File: config.mk
export PLATFORM = sky130hd
export DESIGN_NAME = midpoint_circle_raster
export DESIGN_NICKNAME = d
export VERILOG_FILES = /design/src/hdl/mcr_pkg.sv /design/src/hdl/mcr_front.sv /design/src/hdl/mcr_queue.sv /design/src/hdl/mcr_back.sv /design/src/hdl/midpoint_circle_raster.sv
export SDC_FILE = /design/constraint.sdc
export NUM_CORES = 1
export LEC_CHECK = 0
export BUFFER_PORTS_ARGS = -buffer_cell sky130_fd_sc_hd__buf_4
export CAP_MARGIN = 20
export CORE_MARGIN = 2
export CORE_UTILIZATION = 30
export CTS_CLUSTER_SIZE = 28
export DETAILED_ROUTE_END_ITERATION = 7
export MAX_ROUTING_LAYER = met4
export SKIP_LAST_GASP = 1
export SYNTH_ARGS = -nofsm -noshare
export SYNTH_HDL_FRONTEND = slang
export SYNTH_SLANG_ARGS = --single-unit
File: constraint.sdc
create_clock -name aclk -period 12.05 [get_ports aclk]
set_input_delay 1.205 -clock aclk [delete_from_list [all_inputs] [get_ports aclk]]
set_output_delay 1.205 -clock aclk [all_outputs]
set_load 0.02 [all_outputs]
File: src/hdl/mcr_pkg.sv
`default_nettype none

package mcr_pkg;

    // field widths
    localparam int COORD_BITS = 12;
    localparam int RAD_BITS   = COORD_BITS - 1;
    localparam int PIX_BITS   = COORD_BITS + 1;
    localparam int ERR_BITS   = 14;
    localparam int CLIP_BITS  = 12;
    localparam int COLOR_BITS = 8;
    // working width of the step update, holds every intermediate without wrap
    localparam int CALC_BITS  = 18;

    // input beat layout
    localparam int IN_CX_LSB     = 0;
    localparam int IN_CY_LSB     = IN_CX_LSB + COORD_BITS;
    localparam int IN_RAD_LSB    = IN_CY_LSB + COORD_BITS;
    localparam int IN_COL_LSB    = IN_RAD_LSB + RAD_BITS;
    localparam int IN_USED_BITS  = IN_COL_LSB + COLOR_BITS;
    localparam int IN_DATA_BITS  = ((IN_USED_BITS + 7) / 8) * 8;

    // output beat layout
    localparam int OUT_PX_LSB    = 0;
    localparam int OUT_PY_LSB    = OUT_PX_LSB + PIX_BITS;
    localparam int OUT_COL_LSB   = OUT_PY_LSB + PIX_BITS;
    localparam int OUT_USED_BITS = OUT_COL_LSB + COLOR_BITS;
    localparam int OUT_DATA_BITS = ((OUT_USED_BITS + 7) / 8) * 8;
    localparam int OUT_USER_BITS = 2;
    localparam int USER_INB_BIT  = 0;
    localparam int USER_DONE_BIT = 1;

    // commands
    localparam logic CMD_START   = 1'b0;
    localparam logic CMD_ADVANCE = 1'b1;

    // register indexes
    localparam int   CFG_IDX_BITS = 1;
    localparam logic [CFG_IDX_BITS-1:0] REG_CLIP_X = 1'b0;
    localparam logic [CFG_IDX_BITS-1:0] REG_CLIP_Y = 1'b1;
    localparam logic [CLIP_BITS-1:0]    CLIP_RESET = 12'd800;

    // octant order, bit k for pixel k: swap x/y, negate dx, negate dy
    localparam int         OCT_COUNT = 8;
    localparam int         OCT_BITS  = 3;
    localparam logic [7:0] OCT_SWAP  = 8'b0110_0110;
    localparam logic [7:0] OCT_NEG_X = 8'b0011_1100;
    localparam logic [7:0] OCT_NEG_Y = 8'b1111_0000;

    // step queue
    localparam int QUEUE_DEPTH = 2;
    localparam int QPTR_BITS   = 1;
    localparam int QCNT_BITS   = 2;

    // one step handed from front to back
    typedef struct packed {
        logic                         idle;
        logic signed [COORD_BITS-1:0] center_x;
        logic signed [COORD_BITS-1:0] center_y;
        logic signed [PIX_BITS-1:0]   step_x;
        logic [COORD_BITS-1:0]        step_y;
        logic [COLOR_BITS-1:0]        color;
        logic                         done;
    } step_t;

    // clip window
    typedef struct packed {
        logic [CLIP_BITS-1:0] x_limit;
        logic [CLIP_BITS-1:0] y_limit;
    } clip_t;

endpackage

`default_nettype wire

File: src/hdl/mcr_front.sv
`default_nettype none

module mcr_front (
    input  wire logic                                   aclk,
    input  wire logic                                   aresetn,
    input  wire logic                                   in_valid,
    output logic                                        in_ready,
    input  wire logic                                   in_cmd,
    input  wire logic signed [mcr_pkg::COORD_BITS-1:0]  in_center_x,
    input  wire logic signed [mcr_pkg::COORD_BITS-1:0]  in_center_y,
    input  wire logic [mcr_pkg::RAD_BITS-1:0]           in_radius,
    input  wire logic [mcr_pkg::COLOR_BITS-1:0]         in_color,
    input  wire logic                                   q_full,
    output logic                                        push,
    output mcr_pkg::step_t                              push_data
);

    localparam int CB = mcr_pkg::CALC_BITS;

    logic signed [mcr_pkg::COORD_BITS-1:0] cx_reg, cy_reg;
    logic signed [mcr_pkg::PIX_BITS-1:0]   sx_reg;
    logic [mcr_pkg::COORD_BITS-1:0]        sy_reg;
    logic signed [mcr_pkg::ERR_BITS-1:0]   err_reg;
    logic [mcr_pkg::COLOR_BITS-1:0]        color_reg;
    logic                                  active_reg;

    logic accept;
    logic signed [CB-1:0] e0, x0, y0, e1, y1, x1, e2;
    logic done;

    assign in_ready = !q_full;
    assign accept   = in_valid && in_ready;
    assign push     = accept && (in_cmd == mcr_pkg::CMD_ADVANCE);

    // midpoint step: y move then x move, both may fire
    always_comb begin
        e0 = CB'(err_reg);
        x0 = CB'(sx_reg);
        y0 = CB'({1'b0, sy_reg});
        if (e0 <= 0) begin
            y1 = y0 + CB'(1);
            e1 = e0 + (y0 <<< 1) + CB'(3);
        end else begin
            y1 = y0;
            e1 = e0;
        end
        if (e1 > 0) begin
            x1 = x0 - CB'(1);
            e2 = e1 - (x0 <<< 1) + CB'(1);
        end else begin
            x1 = x0;
            e2 = e1;
        end
        done = (x1 < y1);
    end

    // snapshot of the step whose pixels the back end draws
    always_comb begin
        push_data.idle     = !active_reg;
        push_data.center_x = cx_reg;
        push_data.center_y = cy_reg;
        push_data.step_x   = sx_reg;
        push_data.step_y   = sy_reg;
        push_data.color    = color_reg;
        push_data.done     = done;
    end

    // circle state
    always_ff @(posedge aclk) begin
        if (!aresetn) begin
            cx_reg     <= '0;
            cy_reg     <= '0;
            sx_reg     <= '0;
            sy_reg     <= '0;
            err_reg    <= '0;
            color_reg  <= '0;
            active_reg <= 1'b0;
        end else if (accept) begin
            if (in_cmd == mcr_pkg::CMD_START) begin
                cx_reg     <= in_center_x;
                cy_reg     <= in_center_y;
                sx_reg     <= mcr_pkg::PIX_BITS'({1'b0, in_radius});
                sy_reg     <= '0;
                err_reg    <= '0;
                color_reg  <= in_color;
                active_reg <= 1'b1;
            end else if (active_reg) begin
                sx_reg     <= x1[mcr_pkg::PIX_BITS-1:0];
                sy_reg     <= y1[mcr_pkg::COORD_BITS-1:0];
                err_reg    <= e2[mcr_pkg::ERR_BITS-1:0];
                active_reg <= !done;
            end
        end
    end

endmodule

`default_nettype wire

File: src/hdl/mcr_queue.sv
`default_nettype none

module mcr_queue (
    input  wire logic           aclk,
    input  wire logic           aresetn,
    input  wire logic           push,
    input  wire mcr_pkg::step_t push_data,
    input  wire logic           pop,
    output mcr_pkg::step_t      head,
    output logic                full,
    output logic                empty
);

    mcr_pkg::step_t                   slot_reg [mcr_pkg::QUEUE_DEPTH];
    logic [mcr_pkg::QPTR_BITS-1:0]    wr_ptr_reg, rd_ptr_reg;
    logic [mcr_pkg::QCNT_BITS-1:0]    count_reg;

    assign full  = (count_reg == mcr_pkg::QCNT_BITS'(mcr_pkg::QUEUE_DEPTH));
    assign empty = (count_reg == '0);
    assign head  = slot_reg[rd_ptr_reg];

    // entry storage
    always_ff @(posedge aclk) begin
        if (push) begin
            slot_reg[wr_ptr_reg] <= push_data;
        end
    end

    // pointers and fill count
    always_ff @(posedge aclk) begin
        if (!aresetn) begin
            wr_ptr_reg <= '0;
            rd_ptr_reg <= '0;
            count_reg  <= '0;
        end else begin
            if (push) begin
                wr_ptr_reg <= wr_ptr_reg + 1'b1;
            end
            if (pop) begin
                rd_ptr_reg <= rd_ptr_reg + 1'b1;
            end
            if (push && !pop) begin
                count_reg <= count_reg + 1'b1;
            end else if (pop && !push) begin
                count_reg <= count_reg - 1'b1;
            end
        end
    end

endmodule

`default_nettype wire

File: src/hdl/mcr_back.sv
`default_nettype none

module mcr_back (
    input  wire logic                                 aclk,
    input  wire logic                                 aresetn,
    input  wire mcr_pkg::step_t                       head,
    input  wire logic                                 q_empty,
    output logic                                      pop,
    input  wire mcr_pkg::clip_t                       clip,
    output logic                                      out_valid,
    input  wire logic                                 out_ready,
    output logic signed [mcr_pkg::PIX_BITS-1:0]       out_pixel_x,
    output logic signed [mcr_pkg::PIX_BITS-1:0]       out_pixel_y,
    output logic [mcr_pkg::COLOR_BITS-1:0]            out_color,
    output logic                                      out_in_bounds,
    output logic                                      out_last,
    output logic                                      out_done
);

    localparam int SB = mcr_pkg::PIX_BITS + 1;

    logic [mcr_pkg::OCT_BITS-1:0] oct_reg;
    logic                         valid_reg;
    logic signed [mcr_pkg::PIX_BITS-1:0] px_reg, py_reg;
    logic [mcr_pkg::COLOR_BITS-1:0]      color_reg;
    logic inb_reg, last_reg, done_reg;

    logic load, take, oct_last;
    logic signed [SB-1:0] ext_x, ext_y, mag_a, mag_b, dx, dy, sum_x, sum_y;
    logic signed [mcr_pkg::PIX_BITS-1:0] px, py;
    logic inb;

    assign load     = !valid_reg || out_ready;
    assign take     = load && !q_empty;
    assign oct_last = (oct_reg == mcr_pkg::OCT_BITS'(mcr_pkg::OCT_COUNT - 1));
    assign pop      = take && (head.idle || oct_last);

    // octant offset and pixel position
    always_comb begin
        ext_x = SB'(head.step_x);
        ext_y = SB'({1'b0, head.step_y});
        mag_a = mcr_pkg::OCT_SWAP[oct_reg] ? ext_y : ext_x;
        mag_b = mcr_pkg::OCT_SWAP[oct_reg] ? ext_x : ext_y;
        dx    = mcr_pkg::OCT_NEG_X[oct_reg] ? -mag_a : mag_a;
        dy    = mcr_pkg::OCT_NEG_Y[oct_reg] ? -mag_b : mag_b;
        sum_x = SB'(head.center_x) + dx;
        sum_y = SB'(head.center_y) + dy;
        px    = sum_x[mcr_pkg::PIX_BITS-1:0];
        py    = sum_y[mcr_pkg::PIX_BITS-1:0];
        inb   = !px[mcr_pkg::PIX_BITS-1]
             && (px[mcr_pkg::CLIP_BITS-1:0] < clip.x_limit)
             && !py[mcr_pkg::PIX_BITS-1]
             && (py[mcr_pkg::CLIP_BITS-1:0] < clip.y_limit);
    end

    // octant counter and output register
    always_ff @(posedge aclk) begin
        if (!aresetn) begin
            oct_reg   <= '0;
            valid_reg <= 1'b0;
        end else if (load) begin
            valid_reg <= !q_empty;
            if (take && !head.idle) begin
                oct_reg <= oct_reg + 1'b1;
            end
        end
    end

    // beat payload
    always_ff @(posedge aclk) begin
        if (take) begin
            if (head.idle) begin
                px_reg    <= '0;
                py_reg    <= '0;
                color_reg <= '0;
                inb_reg   <= 1'b0;
                last_reg  <= 1'b1;
                done_reg  <= 1'b1;
            end else begin
                px_reg    <= px;
                py_reg    <= py;
                color_reg <= head.color;
                inb_reg   <= inb;
                last_reg  <= oct_last;
                done_reg  <= oct_last && head.done;
            end
        end
    end

    assign out_valid     = valid_reg;
    assign out_pixel_x   = px_reg;
    assign out_pixel_y   = py_reg;
    assign out_color     = color_reg;
    assign out_in_bounds = inb_reg;
    assign out_last      = last_reg;
    assign out_done      = done_reg;

endmodule

`default_nettype wire

File: src/hdl/midpoint_circle_raster.sv
// channel   | dir | beat
// ----------+-----+-----------------------------------------------------------
// s_axis    | in  | one command: start (load circle) or advance (one step)
// m_axis    | out | one pixel: position, color, clip flag, done on last
// cfg       | in  | one register write, clip_x_limit or clip_y_limit
//
// a start gives no beat; an advance gives eight beats, one per cycle from the
// back end's octant counter unless the output stalls; an advance while idle
// gives a single beat. a two-entry step queue lets commands be taken while
// earlier steps drain. reset is synchronous on aresetn low, clip limits
// return to 800. output stalls hold the beat in the output register.
`default_nettype none

module midpoint_circle_raster (
    input  wire logic                                      aclk,
    input  wire logic                                      aresetn,
    input  wire logic                                      s_axis_tvalid,
    output logic                                           s_axis_tready,
    // center_x[11:0], center_y[23:12], radius[34:24], color[42:35], zero pad
    input  wire logic [mcr_pkg::IN_DATA_BITS-1:0]          s_axis_tdata,
    // cmd
    input  wire logic                                      s_axis_tuser,
    output logic                                           m_axis_tvalid,
    input  wire logic                                      m_axis_tready,
    // pixel_x[12:0], pixel_y[25:13], pixel_color[33:26], zero pad
    output logic [mcr_pkg::OUT_DATA_BITS-1:0]              m_axis_tdata,
    // in_bounds[0], done_res[1]
    output logic [mcr_pkg::OUT_USER_BITS-1:0]              m_axis_tuser,
    output logic                                           m_axis_tlast,
    input  wire logic                                      cfg_wr_en,
    input  wire logic [mcr_pkg::CFG_IDX_BITS-1:0]          cfg_index,
    input  wire logic [mcr_pkg::CLIP_BITS-1:0]             cfg_wdata
);

    mcr_pkg::clip_t clip_reg;
    mcr_pkg::step_t push_data, head;
    logic push, pop, q_full, q_empty;

    logic signed [mcr_pkg::PIX_BITS-1:0] pix_x, pix_y;
    logic [mcr_pkg::COLOR_BITS-1:0]      pix_color;
    logic pix_inb, pix_done;

    // clip registers
    always_ff @(posedge aclk) begin
        if (!aresetn) begin
            clip_reg.x_limit <= mcr_pkg::CLIP_RESET;
            clip_reg.y_limit <= mcr_pkg::CLIP_RESET;
        end else if (cfg_wr_en) begin
            case (cfg_index)
                mcr_pkg::REG_CLIP_X: clip_reg.x_limit <= cfg_wdata;
                mcr_pkg::REG_CLIP_Y: clip_reg.y_limit <= cfg_wdata;
                default: ;
            endcase
        end
    end

    // command decode and circle state
    mcr_front u_front (
        .aclk        (aclk),
        .aresetn     (aresetn),
        .in_valid    (s_axis_tvalid),
        .in_ready    (s_axis_tready),
        .in_cmd      (s_axis_tuser),
        .in_center_x (s_axis_tdata[mcr_pkg::IN_CX_LSB +: mcr_pkg::COORD_BITS]),
        .in_center_y (s_axis_tdata[mcr_pkg::IN_CY_LSB +: mcr_pkg::COORD_BITS]),
        .in_radius   (s_axis_tdata[mcr_pkg::IN_RAD_LSB +: mcr_pkg::RAD_BITS]),
        .in_color    (s_axis_tdata[mcr_pkg::IN_COL_LSB +: mcr_pkg::COLOR_BITS]),
        .q_full      (q_full),
        .push        (push),
        .push_data   (push_data)
    );

    // steps waiting for the pixel stage
    mcr_queue u_queue (
        .aclk      (aclk),
        .aresetn   (aresetn),
        .push      (push),
        .push_data (push_data),
        .pop       (pop),
        .head      (head),
        .full      (q_full),
        .empty     (q_empty)
    );

    // eight pixels per step
    mcr_back u_back (
        .aclk          (aclk),
        .aresetn       (aresetn),
        .head          (head),
        .q_empty       (q_empty),
        .pop           (pop),
        .clip          (clip_reg),
        .out_valid     (m_axis_tvalid),
        .out_ready     (m_axis_tready),
        .out_pixel_x   (pix_x),
        .out_pixel_y   (pix_y),
        .out_color     (pix_color),
        .out_in_bounds (pix_inb),
        .out_last      (m_axis_tlast),
        .out_done      (pix_done)
    );

    // output beat packing
    assign m_axis_tdata = mcr_pkg::OUT_DATA_BITS'({pix_color, pix_y, pix_x});
    assign m_axis_tuser = {pix_done, pix_inb};

endmodule

`default_nettype wire

==> results.md <==
- The data arrival at the endpoint of the critical path is ~7400 ps.
- The slack of the critical path is between 5000 and 6000 ps.
- The number of failing hold endpoints at the final stage is 0.
- The cell with the largest stage delay on the worst path is or4_1.
- After synthesis, the mean cell area works out to slightly above 10 sq um.
- During placement, the flow inserted port buffers numbering 100.
- The highest clock frequency the design can meet is between 0.1 and 0.15 GHz.
- Entering global routing, the biggest net connects 60 pins.
- The clock arrives with 14.4 ps of skew.
- The via count normalized by instance count is between 5 and 6.
- The die covers roughly 0.05 sq mm.
- The run finished with clean final reports.
- TritonCTS built the clock tree.
- The cell taking the most area after synthesis is edfxtp_1.
- After synthesis, the cell types taking the most area are edfxtp_1 32%, dfxtp_1 15%, ha_1 8.7%.
- In this run the number of H-tree levels came out at 1.
- STA classifies the critical path endpoint as a flop.
- The first TritonRoute pass finished after 5 iterations.
- The kind of cell with the highest combined delay along the critical path is simple AND/OR/NAND/NOR gates.
- The via count of the routed design is 10799.
- The delay of the slowest cell on the worst path is roughly 500 ps.
- The warning count from the yosys run is 0.
- Relative to the synthesized area, the layout overhead comes to 15.9%.
- The number of antenna-violating nets in the routed design is 0.
- The total met2 wirelength after detailed routing is roughly 18000 um.
- The highest metal layer with signal wires is met4.
- Detailed placement ended at an HPWL of between 20000 and 30000 um.
- The wire length after detailed routing is between 30000 and 40000 um.
- The initial utilization of the core area, before any placement, comes to between 30% and 40%.
- After synthesis, the share of flip-flops with an asynchronous set or reset is 0%.
- The count of unresolved DRC violations after routing is 0.
- The tightest slew margin relative to the limit is between 20% and 30%.
- Summing all flip-flop and latch instances after layout gives 0.00682 sq mm.
- The top fanout value on the critical path is 15.
- For this block, the initial DRC count from the detailed router was around 720.
- The min-delay analysis places its worst path in the category reg2reg.
- Once placement completed, the tool counted placed cells totaling approximately 2100.
- The hold slack is around 440 ps.
- The non-filler instance count after layout is about 2100.
- The final weighted congestion in routability-driven placement is 0.877.
- The most used flip-flop cell after synthesis is edfxtp_1.
- Synthesis inferred between 200 and 300 register bits.
- The placeable core region is ~0.048 sq mm.
- During I/O placement, the number of pins put on the boundary was around 110.
- The number of synthesized flops with an enable pin is around 160.
- The synthesized area is 0.0146 sq mm.
- The y dimension of the die is 225 um.
- The buffer and inverter count on the worst path is 1.
- The net count of the finished layout is approximately 1700.
- The synthesized design devotes to its leading area cell type approximately a third of total area.
- The data required time of the worst path is roughly 12000 ps.
- In the synthesized netlist, the number of instances is 1425.
- The critical path is of the reg2reg type.
- The number of fill cells is 4692.
- Setup repair after global routing left no endpoint under its margin.
- The final critical-path share of the clock period is between 50% and 60%.
- Row generation in the floorplan step produced 80 rows.
- The met3 wirelength from detailed routing is 1760 um.
- The number of clock buffers inserted by TritonCTS is 29.
- The type of element launching the critical path is a flop.
- The final global-route overflow total is 0.
- The first global-routing pass estimated between 50000 and 60000 um of wire.
- The setup fix buffers added after clock tree synthesis is 0.
- Post-CTS repair changed the size of 0 cells.
- Clock latency on the worst-skew pair, taken at its later pin, is about 540 ps.
- The number of flip-flops under the largest register name is roughly 120.
- The clock-pin slew on the worst setup and hold paths is about 60 ps.
- The ratio of cells with drive above 1 in the final layout is 15.2%.
- The final critical path time including I/O delays and setup is between 6000 and 7000 ps.
- The number of antenna violations at the first check in global routing was 2.
- The number of hold-repair buffers added at the cts stage is 0.
- The horizontal extent of the die is about 220 um.
- The critical path goes through ha_1, fa_1, a21o_1, a221oi_4, xnor2_1, o311ai_4, or4_1, a31oi_1, or2_2, a2111oi_4, buf_4, or2_1, or3_1, xnor2_1, ha_1, nor2b_1, a2111oi_0, o21ai_0, or3_1, or3_1, o211ai_1, or2_2.
- The pre-CTS setup slack is just over 5000 ps.
- The count of maximum capacitance violations is 0.
- The setup TNS after final layout is 0 ps.
- Summing all multi-input logic gate instances after layout gives 0.00727 sq mm.
- The number of pins with negative max-slew slack in the final report is 0.
- The total track usage is about 15%.
- Setup violations remaining at the end of the flow were counted as 0.
- Counting every sink on the clock net gives roughly 260.
- The number of global-route vias before repair is ~11000.
- After detailed routing, the wire length on met1 is between 15000 and 20000 um.
- The most repeated library cell on the critical path is or3_1.
- The worst-margin pin slew is 1050 ps.
- The root buffer cell is clkbuf_16.
- In this run, distinct cell masters in the synthesized netlist total 73.
- The longest clock path from root to sink contains 3 buffers.
- The share of the Yosys chip area taken by registers is between 40 and 50%.
- Dividing the detail-routed wire length by the instance count gives 16.8 um.
## stage by stage
stage / util [%] / cell area [sq um]
5_1_grt: 35.4 / 17000
3_3_place_gp: 33.4 / 16000
6_report: 35.4 / 17000
3_5_place_dp: 33.4 / 16000
2_1_floorplan: - / 14700
4_1_cts: 35.4 / 17000
## Yosys cell counts, types with 25 or more instances
cell        n
a21o_1     32
a21oi_1   106
clkbuf_1   40
dfxtp_1   108
edfxtp_1  155
ha_1      102
inv_1      78
nand2_1   187
nor2_1    100
nor2b_1    25
nor3_1     27
o21ai_0    50
xnor2_1    61
xor2_1     38
## final cells by class
type,instances,share of cell area [%]
clock buffers,36,4.49
repair buffers,113,5.00
flip-flops and latches,263,40.2
inverters,79,1.75
diodes,2,0.0295
clock inverters,18,1.22
well taps,615,4.53
multi-input cells,1021,42.8
## path summary, 6_finish.rpt
| path | startpoint | endpoint | slack, ps | depth (start not counted) |
|---|---|---|---|---|
| hold reg to reg | u_front.cx_reg[2] | u_queue.slot_reg[1][48] | 440 | 0 |
| hold / removal | u_front.cx_reg[2] | u_queue.slot_reg[1][48] | 440 | 0 |
| setup / recovery | u_front.sy_reg[0] | u_queue.slot_reg[0][0] | 5060 | 22 |
| setup reg to reg | u_front.sy_reg[0] | u_queue.slot_reg[0][0] | 5060 | 22 |
## kinds of logic (layout without fill, tap and decap cells)
logic type / count (synthesis) / count (layout) / synth area share [%]
xor+xnor: 100 / 100 / 6.07
fa+ha+maj: 106 / 106 / 9.26
flops: 263 / 263 / 46.5
buf+inv: 146 / 246 / 4.12
simple gates: 448 / 448 / 14.1
mux: 67 / 67 / 6.84
compound gates: 294 / 294 / 13.0
other cells: 1 / 8 / 0.0256
## routing by layer
layer	track usage, %	up-vias
li1	-	5293
met1	18.6	5214
met2	25.1	250
met3	1.69	42
met4	2.54	0
met5	-	-
## placed cells by master (no fill, tap or decap), drive strengths merged, types with 36 or more instances in the layout
cell and count:
a21oi 106, buf 113, clkbuf 36, dfxtp 108
edfxtp 155, ha 102, inv 81, nand2 187
nor2 101, o21ai 53, xnor2 61, xor2 38
Power is not shown: default switching activity piles up to over one toggle a cycle in this logic, so the estimate is an artifact.
